<file path="src/hw/rtl/fls_pkg.sv">
// Shared types and codes for the free-list slot allocator.
// No dependencies; fls_engine and the top level refer to it by scoped names.
package fls_pkg;

    localparam int IDX_W      = 10;    // slot index field width
    localparam int COUNT_W    = 11;    // item_count register width
    localparam int RST_COUNT  = 1024;  // item_count after reset

    localparam logic [1:0] CMD_ALLOC   = 2'd0;
    localparam logic [1:0] CMD_FREE    = 2'd1;
    localparam logic [1:0] CMD_REBUILD = 2'd2;

    localparam logic [1:0] STS_OK      = 2'd0;
    localparam logic [1:0] STS_EMPTY   = 2'd1;
    localparam logic [1:0] STS_NO_SLOT = 2'd2;

    typedef struct packed {
        logic [1:0]       command;
        logic [IDX_W-1:0] item_index;
        logic             no_item;
    } t_req;

    typedef struct packed {
        logic [1:0]       status;
        logic [IDX_W-1:0] slot_index;
        logic             slot_valid;
    } t_rsp;

    // One link store entry: successor present flag and successor slot.
    typedef struct packed {
        logic             v;
        logic [IDX_W-1:0] idx;
    } t_link;

    localparam int LINK_W = $bits(t_link);

    typedef enum logic {
        ST_IDLE,
        ST_BUILD
    } t_state;

endpackage

</file>
<file path="src/hw/rtl/fls_engine.sv">
// Free-list engine: head register, prefetched head link, rebuild sequencer.
// Depends on fls_pkg; drives the link RAM ports of the top level.
module fls_engine #(
    parameter int SLOTS = 1024
) (
    input  logic                          i_clk,
    input  logic                          i_rst_n,
    input  logic                          i_cfg_we,
    input  logic [fls_pkg::COUNT_W-1:0]   i_cfg_data,
    input  logic                          i_accept,
    input  fls_pkg::t_req                 i_req,
    output fls_pkg::t_rsp                 o_rsp,
    output logic                          o_busy,
    output logic                          o_ram_we,
    output logic [$clog2(SLOTS)-1:0]      o_ram_waddr,
    output fls_pkg::t_link                o_ram_wdata,
    output logic                          o_ram_re,
    output logic [$clog2(SLOTS)-1:0]      o_ram_raddr,
    input  fls_pkg::t_link                i_ram_rdata
);

    localparam int IW    = $clog2(SLOTS);
    localparam int CW    = IW + 1;
    localparam int XW    = (CW > fls_pkg::COUNT_W) ? CW : fls_pkg::COUNT_W;
    localparam int CMPW  = (CW > fls_pkg::IDX_W) ? CW : fls_pkg::IDX_W;
    localparam int RST_N = (SLOTS > fls_pkg::RST_COUNT) ? fls_pkg::RST_COUNT : SLOTS;

    fls_pkg::t_state               r_state, n_state;
    logic [CW-1:0]                 r_cnt;
    logic [CW-1:0]                 r_limit;
    logic [IW-1:0]                 r_head;
    logic                          r_head_valid;
    fls_pkg::t_link                r_next;
    logic                          r_pend;
    logic [fls_pkg::COUNT_W-1:0]   r_item_count;

    logic           build_step;
    logic           is_alloc, is_free, is_rebuild;
    logic           item_in_pool, alloc_ok, free_ok, rebuild_go;
    fls_pkg::t_link eff_next, push_link;
    logic [CW-1:0]  limit_new;

    assign is_alloc   = (i_req.command == fls_pkg::CMD_ALLOC);
    assign is_free    = (i_req.command == fls_pkg::CMD_FREE);
    assign is_rebuild = (i_req.command == fls_pkg::CMD_REBUILD);

    assign item_in_pool = (CMPW'(i_req.item_index) < CMPW'(SLOTS));
    assign alloc_ok     = i_accept && is_alloc && r_head_valid;
    assign free_ok      = i_accept && is_free && !i_req.no_item && item_in_pool;
    assign rebuild_go   = i_accept && is_rebuild;

    // A pending read lands this cycle: take the link straight from the RAM.
    assign eff_next = r_pend ? i_ram_rdata : r_next;

    always_comb begin
        push_link = '0;
        if (r_head_valid) begin
            push_link.v   = 1'b1;
            push_link.idx = fls_pkg::IDX_W'(r_head);
        end
    end

    assign limit_new = (XW'(r_item_count) > XW'(SLOTS)) ? CW'(SLOTS) : CW'(r_item_count);

    // Next state
    always_comb begin
        n_state = r_state;
        case (r_state)
            fls_pkg::ST_IDLE: begin
                if (rebuild_go && (limit_new != '0)) begin
                    n_state = fls_pkg::ST_BUILD;
                end
            end
            fls_pkg::ST_BUILD: begin
                if ((r_cnt + 1'b1) == r_limit) begin
                    n_state = fls_pkg::ST_IDLE;
                end
            end
            default: n_state = fls_pkg::ST_IDLE;
        endcase
    end

    // State outputs
    always_comb begin
        build_step = 1'b0;
        o_busy     = 1'b0;
        case (r_state)
            fls_pkg::ST_IDLE: begin
                build_step = 1'b0;
                o_busy     = 1'b0;
            end
            fls_pkg::ST_BUILD: begin
                build_step = 1'b1;
                o_busy     = 1'b1;
            end
            default: begin
                build_step = 1'b0;
                o_busy     = 1'b0;
            end
        endcase
    end

    // Link RAM access: pushes write, allocations prefetch the new head's link.
    assign o_ram_we    = build_step || free_ok;
    assign o_ram_waddr = build_step ? r_cnt[IW-1:0] : IW'(i_req.item_index);
    assign o_ram_wdata = push_link;
    assign o_ram_re    = alloc_ok && eff_next.v;
    assign o_ram_raddr = IW'(eff_next.idx);

    always_comb begin
        o_rsp = '0;
        case (i_req.command)
            fls_pkg::CMD_ALLOC: begin
                if (r_head_valid) begin
                    o_rsp.slot_index = fls_pkg::IDX_W'(r_head);
                    o_rsp.slot_valid = 1'b1;
                end else begin
                    o_rsp.status = fls_pkg::STS_EMPTY;
                end
            end
            fls_pkg::CMD_FREE: begin
                if (i_req.no_item || !item_in_pool) begin
                    o_rsp.status = fls_pkg::STS_NO_SLOT;
                end
            end
            default: o_rsp = '0;
        endcase
    end

    always_ff @(posedge i_clk) begin
        if (!i_rst_n) begin
            r_state      <= fls_pkg::ST_BUILD;
            r_cnt        <= '0;
            r_limit      <= CW'(RST_N);
            r_head       <= '0;
            r_head_valid <= 1'b0;
            r_next       <= '0;
            r_pend       <= 1'b0;
            r_item_count <= fls_pkg::COUNT_W'(fls_pkg::RST_COUNT);
        end else begin
            r_state <= n_state;
            if (i_cfg_we) begin
                r_item_count <= i_cfg_data;
            end
            if (build_step) begin
                r_head       <= r_cnt[IW-1:0];
                r_head_valid <= 1'b1;
                r_next       <= push_link;
                r_cnt        <= r_cnt + 1'b1;
            end else if (rebuild_go) begin
                r_head       <= '0;
                r_head_valid <= 1'b0;
                r_next       <= '0;
                r_pend       <= 1'b0;
                r_cnt        <= '0;
                r_limit      <= limit_new;
            end else if (alloc_ok) begin
                r_head       <= eff_next.v ? IW'(eff_next.idx) : '0;
                r_head_valid <= eff_next.v;
                r_pend       <= eff_next.v;
            end else if (free_ok) begin
                r_head       <= IW'(i_req.item_index);
                r_head_valid <= 1'b1;
                r_next       <= push_link;
                r_pend       <= 1'b0;
            end else if (r_pend) begin
                r_next <= i_ram_rdata;
                r_pend <= 1'b0;
            end
        end
    end

endmodule

</file>
<file path="config.mk">
export PLATFORM = sky130hd
export DESIGN_NAME = fls_engine
export DESIGN_NICKNAME = d
export VERILOG_FILES = /design/src/hw/rtl/fls_pkg.sv /design/src/hw/rtl/fls_engine.sv
export SDC_FILE = /design/constraint.sdc
export NUM_CORES = 1
export LEC_CHECK = 0
export BUFFER_PORTS_ARGS = -buffer_cell sky130_fd_sc_hd__buf_2
export CAP_MARGIN = 5
export CORE_ASPECT_RATIO = 1.1
export CORE_MARGIN = 8
export CORE_UTILIZATION = 57
export DETAILED_ROUTE_END_ITERATION = 16
export PLACE_DENSITY = 0.86
export SLEW_MARGIN = 10
export SYNTH_ARGS = -nofsm -noshare
export SYNTH_HDL_FRONTEND = slang
export SYNTH_SLANG_ARGS = --single-unit
</file>
<file path="constraint.sdc">
create_clock -name i_clk -period 4.37 [get_ports i_clk]
set_clock_uncertainty 0.15 [all_clocks]
set_input_delay 0.6555 -clock i_clk [delete_from_list [all_inputs] [get_ports i_clk]]
set_output_delay 0.6555 -clock i_clk [all_outputs]
set_load 0.05 [all_outputs]
</file>
==> flow_metrics.env <==
export IMPL_gp_congestion=0.900
export IMPL_nFillCells=467
export IMPL_dp_hpwl_mm=6.23
export IMPL_via_count=3056
export IMPL_hold_depth=1
export IMPL_initial_core_util_pct=59.3
export IMPL_grtUsageTotal_pct=21.5
export IMPL_rr_worst_depth=6
export IMPL_slew_viol_final=0
export IMPL_h_tree_depth=3
export IMPL_worstPathArrival_ns=2.20
export IMPL_dieWidth_um=87.4
export IMPL_hold_viol=0
export IMPL_fin_setup_tns_ns=0
export IMPL_grt_ovfl_total=0
export IMPL_row_count=28
export IMPL_ys_seq_area_share_pct=35.7
export IMPL_crit_path_cell_trace="nor3b_2 -> nand2_1 -> nor2_1 -> buf_2"
export IMPL_p_leak_nw=1.79
export IMPL_drt_iter0_drc=230
export IMPL_power_density_nw_per_um2=309
export IMPL_min_path_type="register to register"
export IMPL_die_area_um2=8270
export IMPL_min_period_ns=3.01
export IMPL_routed_wl_mm=8.71
export IMPL_synth_ff_type="dfxtp_1"
export IMPL_ant_nets=0
export IMPL_slowest_delay_ns=0.73
export IMPL_vdd_drop_max_v=0.000223
export IMPL_synth_warnings=0
export IMPL_place_ws_ns=1.42
export IMPL_cts_root_buf="clkbuf_8"
export IMPL_period_share_pct=68.8
export IMPL_wl_per_cell_um=16.3
export IMPL_syn_nets=428
export IMPL_grt_pass1_wl_mm=14.1
export IMPL_finalSetupViolations=0
export IMPL_postSynthAreaPerCell_um2=8.24
export IMPL_design_area_um2=3810
export IMPL_ctsHoldBuffers=0
export IMPL_drv_cap=0
export IMPL_cp_max_fo=15
export IMPL_io_pins=86
export IMPL_slew_headroom_pct=43.2
export IMPL_worst_slack_ns=1.36
export IMPL_clock_sinks=57
export IMPL_die_h_um=94.6
export IMPL_crit_type="register to output pin"
export IMPL_drc_errors=0
export IMPL_grt_max_degree=57
export IMPL_cp_required_ns=3.56
export IMPL_outcome="complete, no violations"
export IMPL_antenna_found_initial=0
export IMPL_r2r_start="r_head_valid$_SDFFE_PN0P_"
export IMPL_grt_pass1_vias=2916
export IMPL_cts_repair_resize_count=0
export IMPL_port_buffers=85
export IMPL_post_dp_cell_area_um2=3600
export IMPL_dr_pass1_iters=5
export IMPL_path_delay_family="simple AND/OR/NAND/NOR gates"
export IMPL_hold_start="r_next[7]$_SDFFE_PN0P_"
export IMPL_r2r_end="r_head[1]$_SDFFE_PN0P_"
export IMPL_r2r_slack_ns=1.49
export IMPL_yosys_area_top_type_share_pct=35.7
export IMPL_synth_top_area_cell="dfxtp_1"
export IMPL_grt_setup_unrepaired="false"
export IMPL_worstSkewPairLatency_ns=0.34
export IMPL_async_flop_share_pct=0
export IMPL_max_freq_ghz=0.332
export IMPL_viasPerCell=5.72
export IMPL_cts_tree="yes"
export IMPL_cp_slowest_cell="nor3b_2"
export IMPL_synth_area_leaders="dfxtp_1, nor2b_1, o21ai_0, and2_1, nand2_1"
export IMPL_clk_pin_slew_worst_paths_ns=0.07
export IMPL_numCtsBuffers=9
export IMPL_syn_inst=388
export IMPL_cp_start_kind="register"
export IMPL_fp_coreArea_um2=5400
export IMPL_area_growth_pct=19.2
export IMPL_netlist_cell_type_count=46
export IMPL_num_antenna_cells=0
export IMPL_drive_gt1_share_pct=26.1
export IMPL_cp_num_buf_inv=1
export IMPL_synth_enable_flop_cells=0
export IMPL_critPathCaptureType="output pin"
export IMPL_netlist_area_um2=3200
export IMPL_mostFrequentLayoutCell="buf_2"
export IMPL_post_cts_buffers=0
export IMPL_ctsLongestPathBuffers=2
export IMPL_min_to="r_next[7]$_SDFFE_PN0P_"
export IMPL_final_nets=495
export IMPL_synth_seq_cells=57
export IMPL_layout_common_cells="buf_2, dfxtp_1, nand2_1"
export IMPL_worstMarginPinSlew_ns=0.852
export IMPL_whs_ns=0.351
-- through the flow --
| stage | instances | total power, mW | util (%) |
|---|---|---|---|
| 6_report | 534 | 1.18 | 70.7 |
| 5_1_grt | 534 | 1.22 | 70.7 |
| 4_1_cts | 534 | 1.18 | 70.7 |
| 3_5_place_dp | 519 | 0.664 | 66.8 |
| 3_3_place_gp | 519 | 0.659 | 66.8 |
| 2_1_floorplan | 388 | 0.627 | - |
-- Yosys cell counts (6+ instances only) --
library cell / number
and2_1: 26
xor2_1: 9
dfxtp_1: 57
o211a_1: 10
nand3_1: 8
a22oi_1: 20
mux2i_1: 12
a31oi_1: 10
clkbuf_1: 20
nor2_1: 9
o21ai_0: 37
a21oi_1: 15
mux2_2: 10
buf_2: 10
nor2b_1: 33
nor3b_1: 6
nand2_1: 42
inv_1: 14
-- area by class of cell --
cell class,instances,area [µm²],share of cell area [%]
clock buffers,10,128,3.35
clock inverters,5,81.3,2.13
inverters,14,52.6,1.38
multi-input cells,285,1870,49.0
flip-flops and latches,57,1140,29.9
well taps,75,93.8,2.46
repair buffers,88,448,11.7
-- logic make-up after synthesis --
group	after synthesis	share of synthesized area, %
fa+ha+maj	1	0.391
buf+inv	46	5.91
flops	57	35.7
simple gates	142	24.6
mux	22	7.28
compound gates	105	21.6
xor+xnor	15	4.54
-- how the worst max path moves through the flow --
stage	end	cells past startpoint	slack [ns]	startpoint
6_report	o_ram_re	4	1.36	r_head_valid$_SDFFE_PN0P_
3_5_place_dp	r_head[9]$_SDFFE_PN0P_	7	1.42	i_req[12]
3_3_place_gp	r_head[0]$_SDFFE_PN0P_	7	1.60	i_req[12]
2_1_floorplan	o_rsp[1]	3	1.53	i_req[12]
5_1_grt	o_ram_re	4	1.18	r_head_valid$_SDFFE_PN0P_
4_1_cts	o_ram_re	4	1.37	r_head_valid$_SDFFE_PN0P_
-- report_power, final --
| part | switching, mW | internal, mW |
|---|---|---|
| combinational | 0.0632 | 0.0440 |
| sequential | 0.0152 | 0.531 |
| clock | 0.207 | 0.318 |
| total | 0.286 | 0.893 |
-- metal layers --
| metal | wire [µm] | up-vias | GRT usage, % |
|---|---|---|---|
| li1 | - | 1486 | - |
| met1 | 3580 | 1448 | 24.6 |
| met2 | 4440 | 106 | 36.9 |
| met3 | 550 | 16 | 5.56 |
| met4 | 137 | 0 | 9.33 |
| met5 | 0 | - | 0 |
-- worst register-to-register path: stages (launching register included) --
cell,delay [ns]
dfxtp_1,0.60
nor3b_2,0.73
nand3_1,0.17
buf_4,0.25
nor2_1,0.60
nand2_1,0.13
a31oi_1,0.18
-- flip-flops by register name, summed over array words and instances, names as in the netlist --
name,count
r_limit,11
r_head,10
r_item_count,11
r_state,1
r_pend,1
r_next,11
r_cnt,11
r_head_valid,1
Power figures use the tool's default switching activity.
